`src/hdl/assert_macros.svh`:
```
// Assertion macros used by the mixer's top-level RTL file.
// The macros expect signals named clk and rst in the scope where they are used.
`ifndef ASSERT_MACROS_SVH
`define ASSERT_MACROS_SVH

// A property that must hold at every clock edge out of reset.
`define JMWM_ASSERT_ALWAYS(label, prop) \
  label: assert property (@(posedge clk) disable iff (rst) (prop)) \
    else $error("jmwm: assertion failed");

// An antecedent that, when true, requires the consequent in the same cycle.
`define JMWM_ASSERT_IMPLY(label, ante, cons) \
  label: assert property (@(posedge clk) disable iff (rst) (ante) |-> (cons)) \
    else $error("jmwm: assertion failed");

`endif

```
`src/hdl/jmwm_pkg.sv`:
```
// Package for the joystick mecanum wheel mixer: register map, payload types and
// the arithmetic helpers used by the pipeline stages. No dependencies.
package jmwm_pkg;

  localparam int DutyW = 14;
  localparam int DeadW = 7;
  localparam int AxisW = 8;
  localparam int DirW  = 2;
  localparam int ValW  = DutyW + 1;  // signed wheel value before mixing
  localparam int SumW  = DutyW + 2;  // signed mixed value
  localparam int AddrW = 4;
  localparam int DataW = 32;

  localparam logic [AxisW-1:0] Centre = 8'd127;

  localparam int SpinRightBit = 1;
  localparam int SpinLeftBit  = 2;

  localparam logic [DirW-1:0] DIR_STOP = 2'd0;
  localparam logic [DirW-1:0] DIR_FWD  = 2'd1;
  localparam logic [DirW-1:0] DIR_BACK = 2'd2;

  localparam logic [1:0] REG_MAX_DUTY   = 2'd0;
  localparam logic [1:0] REG_MIN_DUTY   = 2'd1;
  localparam logic [1:0] REG_DEADBAND   = 2'd2;
  localparam logic [1:0] REG_SPIN_SPEED = 2'd3;

  localparam logic [DutyW-1:0] MaxDutyReset   = 14'd1000;
  localparam logic [DutyW-1:0] MinDutyReset   = 14'd0;
  localparam logic [DeadW-1:0] DeadbandReset  = 7'd10;
  localparam logic [DutyW-1:0] SpinSpeedReset = 14'd550;

  typedef struct packed {
    logic [DutyW-1:0] max_duty;
    logic [DutyW-1:0] min_duty;
    logic [DeadW-1:0] deadband;
    logic [DutyW-1:0] spin_speed;
  } cfg_t;

  // Scaled axes handed from the scale stage to the mix stage. With spin set,
  // str holds the signed left wheel speed and fwd is zero.
  typedef struct packed {
    logic                   valid;
    logic                   spin;
    logic signed [ValW-1:0] fwd;
    logic signed [ValW-1:0] str;
  } mid_t;

  typedef struct packed {
    logic             seen;
  } status_t;

  typedef struct packed {
    logic [DutyW-1:0] duty;
    logic [DirW-1:0]  dir;
  } wheel_t;

  // Dead zone, then (v-127)*max/128 truncated toward zero.
  function automatic logic signed [ValW-1:0] axis_map(input logic [AxisW-1:0] v,
                                                      input logic [DeadW-1:0] dz,
                                                      input logic [DutyW-1:0] mx);
    logic [AxisW:0]   hi_edge;
    logic [AxisW-1:0] lo_edge;
    logic [AxisW-1:0] offset;
    logic [21:0]      prod;
    logic [DutyW-1:0] mag;
    logic             neg;
    hi_edge = {1'b0, Centre} + {2'b00, dz};
    lo_edge = Centre - {1'b0, dz};
    neg     = (v < lo_edge);
    offset  = '0;
    if ({1'b0, v} > hi_edge) begin
      offset = v - Centre;
    end else if (neg) begin
      offset = Centre - v;
    end
    prod = {14'd0, offset} * {8'd0, mx};
    // The distance never exceeds 128, so the quotient never exceeds max.
    mag = prod[20:7];
    if (neg) begin
      return -$signed({1'b0, mag});
    end
    return $signed({1'b0, mag});
  endfunction

  function automatic logic signed [SumW-1:0] clamp_mag(input logic signed [SumW-1:0] v,
                                                       input logic [DutyW-1:0] mx);
    logic signed [SumW-1:0] lim;
    lim = $signed({2'b00, mx});
    if (v > lim) begin
      return lim;
    end
    if (v < -lim) begin
      return -lim;
    end
    return v;
  endfunction

  function automatic wheel_t wheel_drive(input logic signed [SumW-1:0] v,
                                         input logic [DutyW-1:0] mn);
    logic [SumW-1:0] mag;
    wheel_t          w;
    mag = v[SumW-1] ? SumW'(-v) : SumW'(v);
    w.duty = '0;
    w.dir  = DIR_STOP;
    if (mag > {2'b00, mn}) begin
      w.duty = mag[DutyW-1:0];
      w.dir  = v[SumW-1] ? DIR_BACK : DIR_FWD;
    end
    return w;
  endfunction

endpackage

```
`src/hdl/jmwm_stick_if.sv`:
```
// Stick sample channel and wheel result channel of the mixer.
// Depends on jmwm_pkg for field widths.
interface jmwm_stick_if;
  import jmwm_pkg::*;
  logic             valid;
  logic             ready;
  logic [AxisW-1:0] stick_x;
  logic [AxisW-1:0] stick_y;
  logic [AxisW-1:0] buttons;

  modport source (output valid, output stick_x, output stick_y, output buttons,
                  input ready);
  modport sink   (input valid, input stick_x, input stick_y, input buttons,
                  output ready);
endinterface

interface jmwm_wheel_if;
  import jmwm_pkg::*;
  logic             valid;
  logic             ready;
  logic [DutyW-1:0] front_left_duty;
  logic [DirW-1:0]  front_left_dir;
  logic [DutyW-1:0] front_right_duty;
  logic [DirW-1:0]  front_right_dir;
  logic [DutyW-1:0] rear_left_duty;
  logic [DirW-1:0]  rear_left_dir;
  logic [DutyW-1:0] rear_right_duty;
  logic [DirW-1:0]  rear_right_dir;

  modport source (output valid, output front_left_duty, output front_left_dir,
                  output front_right_duty, output front_right_dir,
                  output rear_left_duty, output rear_left_dir,
                  output rear_right_duty, output rear_right_dir, input ready);
  modport sink   (input valid, input front_left_duty, input front_left_dir,
                  input front_right_duty, input front_right_dir,
                  input rear_left_duty, input rear_left_dir,
                  input rear_right_duty, input rear_right_dir, output ready);
endinterface

```
`src/hdl/jmwm_cfg_regs.sv`:
```
// APB-style configuration registers of the mixer.
// Depends on jmwm_pkg for the register map and cfg_t.
module jmwm_cfg_regs (
  input  logic                       clk,
  input  logic                       rst,
  input  logic                       psel,
  input  logic                       penable,
  input  logic                       pwrite,
  input  logic [jmwm_pkg::AddrW-1:0] paddr,
  input  logic [jmwm_pkg::DataW-1:0] pwdata,
  output logic [jmwm_pkg::DataW-1:0] prdata,
  output logic                       pready,
  output jmwm_pkg::cfg_t             cfg
);
  import jmwm_pkg::*;

  logic [1:0] index;
  logic       wr_en;

  assign pready = 1'b1;
  assign index  = paddr[3:2];
  assign wr_en  = psel && penable && pwrite;

  always_ff @(posedge clk) begin
    if (rst) begin
      cfg.max_duty   <= MaxDutyReset;
      cfg.min_duty   <= MinDutyReset;
      cfg.deadband   <= DeadbandReset;
      cfg.spin_speed <= SpinSpeedReset;
    end else if (wr_en) begin
      case (index)
        REG_MAX_DUTY:   cfg.max_duty   <= pwdata[DutyW-1:0];
        REG_MIN_DUTY:   cfg.min_duty   <= pwdata[DutyW-1:0];
        REG_DEADBAND:   cfg.deadband   <= pwdata[DeadW-1:0];
        REG_SPIN_SPEED: cfg.spin_speed <= pwdata[DutyW-1:0];
        default: ;
      endcase
    end
  end

  always_comb begin
    case (index)
      REG_MAX_DUTY:   prdata = DataW'(cfg.max_duty);
      REG_MIN_DUTY:   prdata = DataW'(cfg.min_duty);
      REG_DEADBAND:   prdata = DataW'(cfg.deadband);
      REG_SPIN_SPEED: prdata = DataW'(cfg.spin_speed);
      default:        prdata = '0;
    endcase
  end
endmodule

```
`src/hdl/jmwm_scale_stage.sv`:
```
// First pipeline stage: latch of the first off-centre sample, spin selection
// and axis scaling, registered into mid_t. Depends on jmwm_pkg and jmwm_stick_if.
module jmwm_scale_stage (
  input  logic                clk,
  input  logic                rst,
  input  jmwm_pkg::cfg_t      cfg,
  jmwm_stick_if.sink          stick,
  input  logic                mix_ready,
  output jmwm_pkg::mid_t      mid,
  output jmwm_pkg::status_t   status
);
  import jmwm_pkg::*;

  logic                   stick_seen;
  logic                   accept;
  logic                   active;
  logic [DutyW-1:0]       spin_lim;
  logic [DutyW-1:0]       spin_mag;
  logic                   spin_next;
  logic signed [ValW-1:0] fwd_next;
  logic signed [ValW-1:0] str_next;

  assign stick.ready = !mid.valid || mix_ready;
  assign accept      = stick.valid && stick.ready;
  assign active      = stick_seen || (stick.stick_x != Centre) || (stick.stick_y != Centre);

  // Limit to max first, then raise to min.
  assign spin_lim = (cfg.spin_speed > cfg.max_duty) ? cfg.max_duty : cfg.spin_speed;
  assign spin_mag = (spin_lim < cfg.min_duty) ? cfg.min_duty : spin_lim;

  // A spin carries the left wheel speed in str with the spin flag set; the mix
  // stage gives both left wheels that value and both right wheels its negation.
  always_comb begin
    spin_next = 1'b0;
    fwd_next  = '0;
    str_next  = '0;
    if (active) begin
      if (stick.buttons[SpinLeftBit]) begin
        spin_next = 1'b1;
        str_next  = -$signed({1'b0, spin_mag});
      end else if (stick.buttons[SpinRightBit]) begin
        spin_next = 1'b1;
        str_next  = $signed({1'b0, spin_mag});
      end else begin
        fwd_next = -axis_map(stick.stick_y, cfg.deadband, cfg.max_duty);
        str_next = axis_map(stick.stick_x, cfg.deadband, cfg.max_duty);
      end
    end
  end

  always_ff @(posedge clk) begin
    if (rst) begin
      stick_seen <= 1'b0;
      mid.valid  <= 1'b0;
    end else begin
      if (stick.ready) begin
        mid.valid <= stick.valid;
      end
      if (accept) begin
        stick_seen <= active;
      end
    end
  end

  always_ff @(posedge clk) begin
    if (accept) begin
      mid.spin <= spin_next;
      mid.fwd  <= fwd_next;
      mid.str  <= str_next;
    end
  end

  assign status.seen = stick_seen;
endmodule

```
`src/hdl/jmwm_mix_stage.sv`:
```
// Second pipeline stage: wheel mixing, clamping and stop threshold, into the
// result register. Depends on jmwm_pkg and jmwm_wheel_if.
module jmwm_mix_stage (
  input  logic           clk,
  input  logic           rst,
  input  jmwm_pkg::cfg_t cfg,
  input  jmwm_pkg::mid_t mid,
  output logic           mix_ready,
  jmwm_wheel_if.source   wheels
);
  import jmwm_pkg::*;

  logic signed [SumW-1:0] sum_a;
  logic signed [SumW-1:0] sum_b;
  wheel_t                 wheel_a;
  wheel_t                 wheel_b;
  logic                   load;

  assign mix_ready = !wheels.valid || wheels.ready;
  assign load      = mid.valid && mix_ready;

  // Front left gets forward plus strafe, front right the difference. When
  // mixing, each rear wheel copies its diagonal front wheel; when spinning,
  // it copies the front wheel on its own side.
  assign sum_a   = clamp_mag(SumW'(mid.fwd) + SumW'(mid.str), cfg.max_duty);
  assign sum_b   = clamp_mag(SumW'(mid.fwd) - SumW'(mid.str), cfg.max_duty);
  assign wheel_a = wheel_drive(sum_a, cfg.min_duty);
  assign wheel_b = wheel_drive(sum_b, cfg.min_duty);

  always_ff @(posedge clk) begin
    if (rst) begin
      wheels.valid <= 1'b0;
    end else if (mix_ready) begin
      wheels.valid <= mid.valid;
    end
  end

  always_ff @(posedge clk) begin
    if (load) begin
      wheels.front_left_duty  <= wheel_a.duty;
      wheels.front_left_dir   <= wheel_a.dir;
      wheels.front_right_duty <= wheel_b.duty;
      wheels.front_right_dir  <= wheel_b.dir;
      if (mid.spin) begin
        wheels.rear_left_duty  <= wheel_a.duty;
        wheels.rear_left_dir   <= wheel_a.dir;
        wheels.rear_right_duty <= wheel_b.duty;
        wheels.rear_right_dir  <= wheel_b.dir;
      end else begin
        wheels.rear_left_duty  <= wheel_b.duty;
        wheels.rear_left_dir   <= wheel_b.dir;
        wheels.rear_right_duty <= wheel_a.duty;
        wheels.rear_right_dir  <= wheel_a.dir;
      end
    end
  end
endmodule

```
`src/hdl/joystick_mecanum_wheel_mixer_unit.sv`:
```
// Top level of the joystick mecanum wheel mixer.
// Depends on jmwm_pkg, the channel interfaces, jmwm_cfg_regs, jmwm_scale_stage
// and jmwm_mix_stage.
//
// Usage:
//   A stick sample (stick_x, stick_y, buttons) is one transaction on the stick
//   channel; each sample yields exactly one transaction on the wheels channel
//   with a duty and a direction for all four wheels.
//   The path has two register stages: axis scaling and spin selection, then
//   wheel mixing and clamping. A sample is registered in each in turn.
//   With the wheels receiver ready, one sample per cycle is sustained.
//   When the wheels receiver stalls, the result register holds its result and
//   the scale stage still takes one more sample; ready on the stick channel
//   drops only when both stages are full.
//   Reset clears both stages, loads the register defaults (max 1000, min 0,
//   dead zone 10, spin 550) and clears the latch, so all wheels stay stopped
//   until a sample with an axis off centre.
//   Registers are written through the APB-style port at byte addresses 0, 4,
//   8 and 12, by the user only while no transaction is in flight; unenforced.
`include "assert_macros.svh"

module joystick_mecanum_wheel_mixer_unit (
  input  logic                       clk,
  input  logic                       rst,
  jmwm_stick_if.sink                 stick,
  jmwm_wheel_if.source               wheels,
  input  logic                       psel,
  input  logic                       penable,
  input  logic                       pwrite,
  input  logic [jmwm_pkg::AddrW-1:0] paddr,
  input  logic [jmwm_pkg::DataW-1:0] pwdata,
  output logic [jmwm_pkg::DataW-1:0] prdata,
  output logic                       pready
);
  import jmwm_pkg::*;

  cfg_t    cfg;
  mid_t    mid;
  status_t status;
  logic    mix_ready;

  jmwm_cfg_regs u_cfg_regs (
    .clk     (clk),
    .rst     (rst),
    .psel    (psel),
    .penable (penable),
    .pwrite  (pwrite),
    .paddr   (paddr),
    .pwdata  (pwdata),
    .prdata  (prdata),
    .pready  (pready),
    .cfg     (cfg)
  );

  jmwm_scale_stage u_scale_stage (
    .clk       (clk),
    .rst       (rst),
    .cfg       (cfg),
    .stick     (stick),
    .mix_ready (mix_ready),
    .mid       (mid),
    .status    (status)
  );

  jmwm_mix_stage u_mix_stage (
    .clk       (clk),
    .rst       (rst),
    .cfg       (cfg),
    .mid       (mid),
    .mix_ready (mix_ready),
    .wheels    (wheels)
  );

  // With the result register empty the pipeline can always take a sample.
  `JMWM_ASSERT_IMPLY(a_ready_when_empty, !wheels.valid, stick.ready)
  // A moving wheel always carries a nonzero duty, a stopped one a zero duty.
  `JMWM_ASSERT_IMPLY(a_duty_dir_match, wheels.valid,
    ((wheels.front_left_duty == '0) == (wheels.front_left_dir == DIR_STOP)) &&
    ((wheels.front_right_duty == '0) == (wheels.front_right_dir == DIR_STOP)))
  // Each rear wheel copies a front wheel: the diagonal one when mixing, the one
  // on its own side when spinning.
  `JMWM_ASSERT_IMPLY(a_rear_copies_front, wheels.valid,
    ((wheels.rear_right_duty == wheels.front_left_duty) &&
     (wheels.rear_right_dir == wheels.front_left_dir) &&
     (wheels.rear_left_duty == wheels.front_right_duty) &&
     (wheels.rear_left_dir == wheels.front_right_dir)) ||
    ((wheels.rear_left_duty == wheels.front_left_duty) &&
     (wheels.rear_left_dir == wheels.front_left_dir) &&
     (wheels.rear_right_duty == wheels.front_right_duty) &&
     (wheels.rear_right_dir == wheels.front_right_dir)))
  // Once set, the latch holds until reset.
  `JMWM_ASSERT_IMPLY(a_latch_holds, !$past(rst), !$fell(status.seen))
endmodule

```
`src/flat_wrapper.sv`:
```
// flat-port wrapper written by rule: the top's interface ports become plain ports
module joystick_mecanum_wheel_mixer_unit_flat import jmwm_pkg::*;
  (clk, rst, psel, penable, pwrite, paddr, pwdata, prdata, pready, stick_valid, stick_stick_x, stick_stick_y, stick_buttons, stick_ready, wheels_valid, wheels_front_left_duty, wheels_front_left_dir, wheels_front_right_duty, wheels_front_right_dir, wheels_rear_left_duty, wheels_rear_left_dir, wheels_rear_right_duty, wheels_rear_right_dir, wheels_ready);
  jmwm_stick_if stick_i ();
  jmwm_wheel_if wheels_i ();
  input  logic clk;
  input  logic rst;
  input  logic psel;
  input  logic penable;
  input  logic pwrite;
  input  logic [jmwm_pkg::AddrW-1:0] paddr;
  input  logic [jmwm_pkg::DataW-1:0] pwdata;
  output logic [jmwm_pkg::DataW-1:0] prdata;
  output logic pready;
  input wire logic [$bits(stick_i.valid)-1:0] stick_valid;
  input wire logic [$bits(stick_i.stick_x)-1:0] stick_stick_x;
  input wire logic [$bits(stick_i.stick_y)-1:0] stick_stick_y;
  input wire logic [$bits(stick_i.buttons)-1:0] stick_buttons;
  output wire logic [$bits(stick_i.ready)-1:0] stick_ready;
  output wire logic [$bits(wheels_i.valid)-1:0] wheels_valid;
  output wire logic [$bits(wheels_i.front_left_duty)-1:0] wheels_front_left_duty;
  output wire logic [$bits(wheels_i.front_left_dir)-1:0] wheels_front_left_dir;
  output wire logic [$bits(wheels_i.front_right_duty)-1:0] wheels_front_right_duty;
  output wire logic [$bits(wheels_i.front_right_dir)-1:0] wheels_front_right_dir;
  output wire logic [$bits(wheels_i.rear_left_duty)-1:0] wheels_rear_left_duty;
  output wire logic [$bits(wheels_i.rear_left_dir)-1:0] wheels_rear_left_dir;
  output wire logic [$bits(wheels_i.rear_right_duty)-1:0] wheels_rear_right_duty;
  output wire logic [$bits(wheels_i.rear_right_dir)-1:0] wheels_rear_right_dir;
  input wire logic [$bits(wheels_i.ready)-1:0] wheels_ready;
  assign stick_i.valid = stick_valid;
  assign stick_i.stick_x = stick_stick_x;
  assign stick_i.stick_y = stick_stick_y;
  assign stick_i.buttons = stick_buttons;
  assign stick_ready = stick_i.ready;
  assign wheels_valid = wheels_i.valid;
  assign wheels_front_left_duty = wheels_i.front_left_duty;
  assign wheels_front_left_dir = wheels_i.front_left_dir;
  assign wheels_front_right_duty = wheels_i.front_right_duty;
  assign wheels_front_right_dir = wheels_i.front_right_dir;
  assign wheels_rear_left_duty = wheels_i.rear_left_duty;
  assign wheels_rear_left_dir = wheels_i.rear_left_dir;
  assign wheels_rear_right_duty = wheels_i.rear_right_duty;
  assign wheels_rear_right_dir = wheels_i.rear_right_dir;
  assign wheels_i.ready = wheels_ready;
  joystick_mecanum_wheel_mixer_unit u_core (.clk(clk), .rst(rst), .stick(stick_i), .wheels(wheels_i), .psel(psel), .penable(penable), .pwrite(pwrite), .paddr(paddr), .pwdata(pwdata), .prdata(prdata), .pready(pready));
endmodule
```
`config.mk`:
```
export PLATFORM = sky130hd
export DESIGN_NAME = joystick_mecanum_wheel_mixer_unit_flat
export DESIGN_NICKNAME = d
export VERILOG_FILES = /design/src/hdl/jmwm_pkg.sv /design/src/hdl/jmwm_stick_if.sv /design/src/hdl/jmwm_cfg_regs.sv /design/src/hdl/jmwm_scale_stage.sv /design/src/hdl/jmwm_mix_stage.sv /design/src/hdl/joystick_mecanum_wheel_mixer_unit.sv /design/src/flat_wrapper.sv
export VERILOG_INCLUDE_DIRS = /design/src /design/src/hdl
export SDC_FILE = /design/constraint.sdc
export NUM_CORES = 1
export LEC_CHECK = 0
export ABC_AREA = 1
export ABC_CLOCK_PERIOD_IN_PS = 7760
export CAP_MARGIN = 20
export CORE_UTILIZATION = 35
export DETAILED_ROUTE_END_ITERATION = 10
export DONT_BUFFER_PORTS = 1
export PLACE_DENSITY = 0.59
export RECOVER_POWER = 100
export SYNTH_ARGS = -nofsm -noshare
export SYNTH_HDL_FRONTEND = slang
export SYNTH_SLANG_ARGS = --single-unit
```
`constraint.sdc`:
```
create_clock -name clk -period 7.76 [get_ports clk]
set_clock_uncertainty 0.15 [all_clocks]
set_input_delay 0.776 -clock clk [delete_from_list [all_inputs] [get_ports clk]]
set_output_delay 0.776 -clock clk [all_outputs]
set_load 0.05 [all_outputs]
```
# ---- Yosys cells after proc, flatten, opt, wreduce, memory -nomap -nowiden
# Index checks and enable logic that the tools add are counted.
dict set report classes {
  n_eq_ne 5
  mul 2
  magnitude_cmp 12
  addsub 15
  n_reduce_logical 16
  shift 0
  bitwise_logic 1
  muxes 56
  div_mod_pow 0
}
# cell n
set ops {}
lappend ops {{$mux W16} 12}
lappend ops {{$mux W15} 9}
lappend ops {{$pmux W32 S4} 1}
lappend ops {{$mux W8} 10}
lappend ops {{$mux W14} 4}
lappend ops {{$neg A14 Y15} 3}
lappend ops {{$mul A8 B14 Y21} 2}
lappend ops {{$gt A16 B14 Y1} 2}
lappend ops {{$gt A16 B15 Y1} 2}
lappend ops {{$lt A16 B16 Y1} 2}
lappend ops {{$neg A16 Y16} 2}
lappend ops {{$add A15 B15 Y16} 1}
lappend ops {{$lt A8 B8 Y1} 2}
lappend ops {{$mux W1} 16}
lappend ops {{$ne A8 B7 Y1 const B} 2}
lappend ops {{$neg A14 Y16} 1}
lappend ops {{$sub A15 B15 Y16} 1}
lappend ops {{$sub A7 B8 Y8 const A} 2}
lappend ops {{$sub A8 B7 Y8 const B} 2}
lappend ops {{$neg A15 Y15} 1}
lappend ops {{$gt A14 B14 Y1} 1}
lappend ops {{$lt A14 B14 Y1} 1}
lappend ops {{$gt A8 B9 Y1} 1}
lappend ops {{$add A7 B7 Y8 const A} 1}
lappend ops {{12 further kinds} 26}
dict set report totals {
  rom_bits 0
  mem_bits_rw 0
  inputBits 67
  ff_bits 147
  output_inout_bits 99
  latch_bits 0
  word_cells 125
  memories 0
}

# ---- Depth between registers and ports, before layout
dict set report logic_depth {
  depth_word 15
  mapped_depth 52
}

# ---- By module
# Synthesis repeated with hierarchy kept, for this count alone.
dict set report hier_totals {
  hier_cells 3337
  area_unflattened_um2 22617.9
}
# module area_each_um2 cells_per_inst n_inst seq_area_each_um2
set modules_own_cells {}
lappend modules_own_cells {jmwm_scale_stage 11853.9 1747 1 970.9}
lappend modules_own_cells {jmwm_mix_stage 8366.8 1218 1 1941.9}
lappend modules_own_cells {jmwm_cfg_regs 2397.3 372 1 980.9}

# ---- Worst setup path before layout
# OpenSTA, ideal clock, no wires.
dict set report synth_timing {
  path_type {reg-to-reg}
  startpoint {register, netlist name u_core.u_cfg_regs.cfg[14]}
  endpoint {register, netlist name u_core.u_scale_stage.mid[29]}
  arrival_time_ns 7.165
  required_ns 7.463
  period_less_slack_ns 7.461
  stages_incl_launch_ff 44
  path_buffers 1
  setup_time_ns 0.147
  path_slack_ns 0.299
  path_cell_list {dfxtp_1 > inv_1 > ha_1 > nand2_1 > xor2_1 > ha_1 > inv_1 > o21bai_1 > inv_1 > o21ai_0 > nand2_1 > nand3_2 > nand2_4 > nand2_2 > inv_1 > nor2_1 > mux2i_1 > clkbuf_1 > (+8 left out) > nand2_1 > o21ai_0 > inv_1 > nand3b_1 > nand2_2 > ha_1 > o21ai_1 > ha_1 > inv_1 > nor2_2 > nand3_2 > nor2_2 > nand2_1 > nor2_2 > nand2_1 > nor2_1 > nand3_1 > a21oi_1}
}
dict set report synth_between {
  elab_chain_len 15
  word_cells_on_any_way 21
  classes_between {add/sub: 4; mul: 1; order compare: 2; mux: 14}
}
# item line
set synth_lines {}
lappend synth_lines {{$sub A7 B7 Y8} jmwm_pkg.sv:69} ;# lo_edge = Centre - {1'b0, dz};
lappend synth_lines {{$lt A8 B8 Y1} jmwm_pkg.sv:70} ;# neg = (v < lo_edge);
lappend synth_lines {{$mux W8} jmwm_pkg.sv:74} ;# end else if (neg) begin
lappend synth_lines {{$mux W8} jmwm_pkg.sv:72} ;# if ({1'b0, v} > hi_edge) begin
lappend synth_lines {{$mux W8} jmwm_scale_stage.sv:41} ;# end else if (stick.buttons[SpinRightBit]) begin
lappend synth_lines {{$mux W8} jmwm_scale_stage.sv:38} ;# if (stick.buttons[SpinLeftBit]) begin
lappend synth_lines {{$mux W8} jmwm_scale_stage.sv:37} ;# if (active) begin
lappend synth_lines {{$mul A8 B14 Y21} jmwm_pkg.sv:77} ;# prod = {14'd0, offset} * {8'd0, mx};
lappend synth_lines {{$neg A14 Y15} jmwm_pkg.sv:81} ;# return -$signed({1'b0, mag});
lappend synth_lines {{$mux W15} jmwm_pkg.sv:80} ;# if (neg) begin
lappend synth_lines {{$mux W15 (*)} jmwm_pkg.sv:83} ;# return $signed({1'b0, mag});
lappend synth_lines {{$mux W15 (*)} jmwm_scale_stage.sv:41}
lappend synth_lines {{$mux W15 (*)} jmwm_scale_stage.sv:38}
lappend synth_lines {{$mux W15 (*)} jmwm_scale_stage.sv:37}
lappend synth_lines {{$neg A15 Y15 (*)} jmwm_scale_stage.sv:45} ;# fwd_next = -axis_map(stick.stick_y, cfg.deadband, cfg.max_duty);
# Mark *: on every way between the ends. The rest lies on a longest branch, timed or not. The select of a mux whose other input is x is not followed.
# A chain may end at the register's enable or synchronous reset.

# ---- Final worst setup path
dict set report layout_timing {
  startpoint {register, netlist name u_core.u_cfg_regs.cfg[15]}
  endpoint {register, netlist name u_core.u_scale_stage.mid[29]}
}
dict set report layout_between {
  elab_chain_len 15
  word_cells_on_any_way 21
  classes_between {add/sub: 4; mul: 1; order compare: 2; mux: 14}
}
# item line
set layout_lines {}
lappend layout_lines {{$sub A7 B7 Y8} jmwm_pkg.sv:69}
lappend layout_lines {{$lt A8 B8 Y1} jmwm_pkg.sv:70}
lappend layout_lines {{$mux W8} jmwm_pkg.sv:74}
lappend layout_lines {{$mux W8} jmwm_pkg.sv:72}
lappend layout_lines {{$mux W8} jmwm_scale_stage.sv:41}
lappend layout_lines {{$mux W8} jmwm_scale_stage.sv:38}
lappend layout_lines {{$mux W8} jmwm_scale_stage.sv:37}
lappend layout_lines {{$mul A8 B14 Y21} jmwm_pkg.sv:77}
lappend layout_lines {{$neg A14 Y15} jmwm_pkg.sv:81}
lappend layout_lines {{$mux W15} jmwm_pkg.sv:80}
lappend layout_lines {{$mux W15 (*)} jmwm_pkg.sv:83}
lappend layout_lines {{$mux W15 (*)} jmwm_scale_stage.sv:41}
lappend layout_lines {{$mux W15 (*)} jmwm_scale_stage.sv:38}
lappend layout_lines {{$mux W15 (*)} jmwm_scale_stage.sv:37}
lappend layout_lines {{$neg A15 Y15 (*)} jmwm_scale_stage.sv:45}
# Marks and branches as above.

==> out/qor.yml <==
global_route:
  antenna_found_initial: 0
  busiest_layer: "met2"
  grt_pass1_vias: 18900
  track_usage_pct: 21.7
  grtUsageMet2_pct: 36.4
  grt_overflow: 0
  grt_pass1_wl_um: 106000
  gr-usage-met3_pct: 3.15
  grt_max_degree: 65
  grtUsageMet1_pct: 29.2
placement:
  place_area_mm2: 0.0226
  place_hpwl_um: 53900
  gp_congestion: 0.934
  io_buffers: 0
critical_path:
  cp-end-kind: "flip-flop"
  cp_max_fo: 8
  slowest_stage: "fa_1"
  startpoint: "u_core.u_cfg_regs.cfg[15]$_SDFFE_PP1P_"
  worstPathArrival_ns: 7.42
  worst_path_largest_cell_delay_ns: 0.57
  cp-start-kind: "flip-flop"
  crit_type: "flip-flop to flip-flop"
  reg2reg_from: "u_core.u_cfg_regs.cfg[15]$_SDFFE_PP1P_"
  worstPathRequired_ns: 7.79
routing:
  detailroute.via_count: 19800
  viasPerCell: 5.13
  postRouteAntennaNets: 0
  drc: 0
  first_iter_violations: 1392
  wl_per_cell_um: 17.5
  wl_um: 67700
  firstDrtPassIters: 5
outcome:
  status: "finished with violations"
  violations: "max-capacitance violations, max-slew violations"
clocking:
  clk-insertion-delay-late_ns: 0.45
  cts.path.max_buffers: 2
  numClockSinks: 147
  root_buffer: "clkbuf_16"
  tritoncts: "built"
  cts_buffers: 17
  postCtsHoldBufs: 0
  cts_max_level: 4
  clkSlewWorstSetupHoldPaths_ns: 0.07
finish:
  fillerInstances: 6294
  nets: 3524
  area_delta_synth_final_pct: 12.2
  diodes: 0
  stdcell_area_mm2: 0.0239
  multi_input_area_mm2: 0.0157
  drive_gt1_share_pct: 11.4
  regArea_mm2: 0.00390
synthesis:
  yosysSeqAreaShare_pct: 18.3
  synth_top_area_share_pct: 14.6
  synth_top_family_by_area: "adder cells"
  yosys.area_share.adder_pct: 28.0
  ys_warn_count: 0
  syn-cell-area_mm2: 0.0213
  ys.flop_type: "edfxtp_1"
  yosys-top-cells-area: "ha_1 15%, edfxtp_1 13%, fa_1 13%"
  synth-simple-area-share_pct: 25.9
  synth_xor_area_share_pct: 3.50
  yosys.area.top_type: "ha_1"
  yosysMostFrequentCell: "nand2_1"
  synthMuxAreaShare_pct: 0.0940
  synth_edf_count: 95
  ys_seq_elements: 147
  synth_common_cells: "680 x nand2_1, 444 x inv_1, 302 x nor2_1, 249 x ha_1, 209 x a21oi_1"
  netlist_instances: 3015
  async_reset_ff_share_pct: 0
  syn_avg_cell_area_um2: 7.06
  synth_compound_area_share_pct: 13.4
  synth_cell_types: 60
floorplanning:
  start_util_pct: 35.3
  fp.dieW_um: 249
  die_h_um: 249
  io_pins: 166
  die_area_mm2: 0.0618
  num_rows: 90
  core_mm2: 0.0602
sta:
  worst_pin_slew_ns: 3.20
  fin_tns_setup_ns: 0
  max_clock_freq_mhz: 135
  drv_slew: 105
  finalSetupViolations: 0
  period_needed_ns: 7.39
  relSlewSlack_pct: -114
  finalHoldViolCount: 0
  post-route-period-util_pct: 95.3
min_path:
  hold_start: "rst"
  hold_class: "input port to flip-flop"
job:
  drv_cap: 9
==> critical path, delay by kind of cell (launching register included) <==
kind | cells | cell delay, ns
AOI/OAI and AO/OA | 2 | 0.09
adders and majority gates | 6 | 2.72
buffers and inverters | 6 | 0.65
DFF | 1 | 0.32
muxes | 1 | 0.23
and+or+nand+nor | 25 | 2.95
==> layer usage <==
| layer | part of all wire (%) | vias to the layer above |
|---|---|---|
| met4 | 2.5 | 0 |
| met1 | 46 | 9265 |
| met3 | 6.1 | 93 |
| met5 | 0 | - |
| li1 | - | 9860 |
| met2 | 46 | 573 |
==> final cells by class <==
type	instances	area share (%)
Clock buffer	19	1.81
Clock inverter	13	0.566
Inverter	456	7.21
Multi-Input combinational cell	2310	65.8
Sequential cell	147	16.3
Tap cell	782	4.10
Timing Repair Buffer	133	4.16
Timing Repair inverter	1	0.0209
==> registers in the layout, indices dropped and copies added, names as in the netlist <==
signal,cells
u_core.u_mix_stage.wheels.rear_left_dir,2
u_core.u_mix_stage.wheels.valid,1
u_core.u_mix_stage.wheels.rear_right_duty,14
u_core.u_cfg_regs.cfg,49
u_core.u_mix_stage.wheels.front_left_dir,2
u_core.u_scale_stage.mid,32
u_core.u_mix_stage.wheels.front_right_dir,2
u_core.u_mix_stage.wheels.rear_left_duty,14
u_core.u_scale_stage.status,1
u_core.u_mix_stage.wheels.front_left_duty,14
u_core.u_mix_stage.wheels.rear_right_dir,2
u_core.u_mix_stage.wheels.front_right_duty,14
==> stage by stage <==
step                      worst slack (ns)  hold slack (ns)  cells  utilization, %
after global placement              0.0455            0.336   3801            37.5
after detailed placement            0.0117            0.342   3801            37.5
after CTS                           0.0143            0.239   3833            38.4
final                                0.367            0.256   3861            39.7
after floorplan                      0.299            0.295   3032               -
after global routing               -0.0501            0.245   3861            39.7
==> worst paths after layout <==
check | depth (start not counted) | slack, ns | end
worst min register to register | 2 | 0.36 | u_core.u_scale_stage.status$_SDFFE_PP0P_
worst min-delay path | 1 | 0.26 | u_core.u_scale_stage.mid[31]$_SDFFE_PP0N_
worst max register to register | 40 | 0.37 | u_core.u_scale_stage.mid[29]$_SDFFCE_PP0P_
worst max-delay path | 40 | 0.37 | u_core.u_scale_stage.mid[29]$_SDFFCE_PP0P_
==> cell usage in the layout (no fill, tap or decap), types with 19 or more instances in the layout <==
cell type,netlist,final
nand2_2,16,40
conb_1,2,19
inv_1,444,430
a21oi_1,209,195
nor3_1,26,24
fa_1,142,141
dfxtp_1,52,50
nand4_1,31,31
nor2_1,302,287
ha_1,249,238
nand2_1,680,653
o21ai_1,15,22
buf_4,23,114
xor2_1,63,56
nand3_1,187,184
o21ai_0,187,175
nor2_2,13,22
o211ai_1,24,24
edfxtp_1,95,95
==> cell families after synthesis <==
logic type / Yosys count
buffers and inverters: 575
AO/OA/AOI/OAI: 510
XOR/XNOR: 85
adder cells (fa/ha/maj): 391
other: 2
multiplexers: 2
flip-flops: 147
AND/OR/NAND/NOR: 1303
==> what timing repair did <==
action | 4_1_cts | 5_1_grt
setup endpoints to repair | 1 | 84
pin swaps | 0 | 45
setup buffers | 0 | 24
gates resized for setup | 2 | 157
gates cloned | 0 | 4
Power is not shown: default switching activity piles up to over one toggle a cycle in this logic, so the estimate is an artifact.
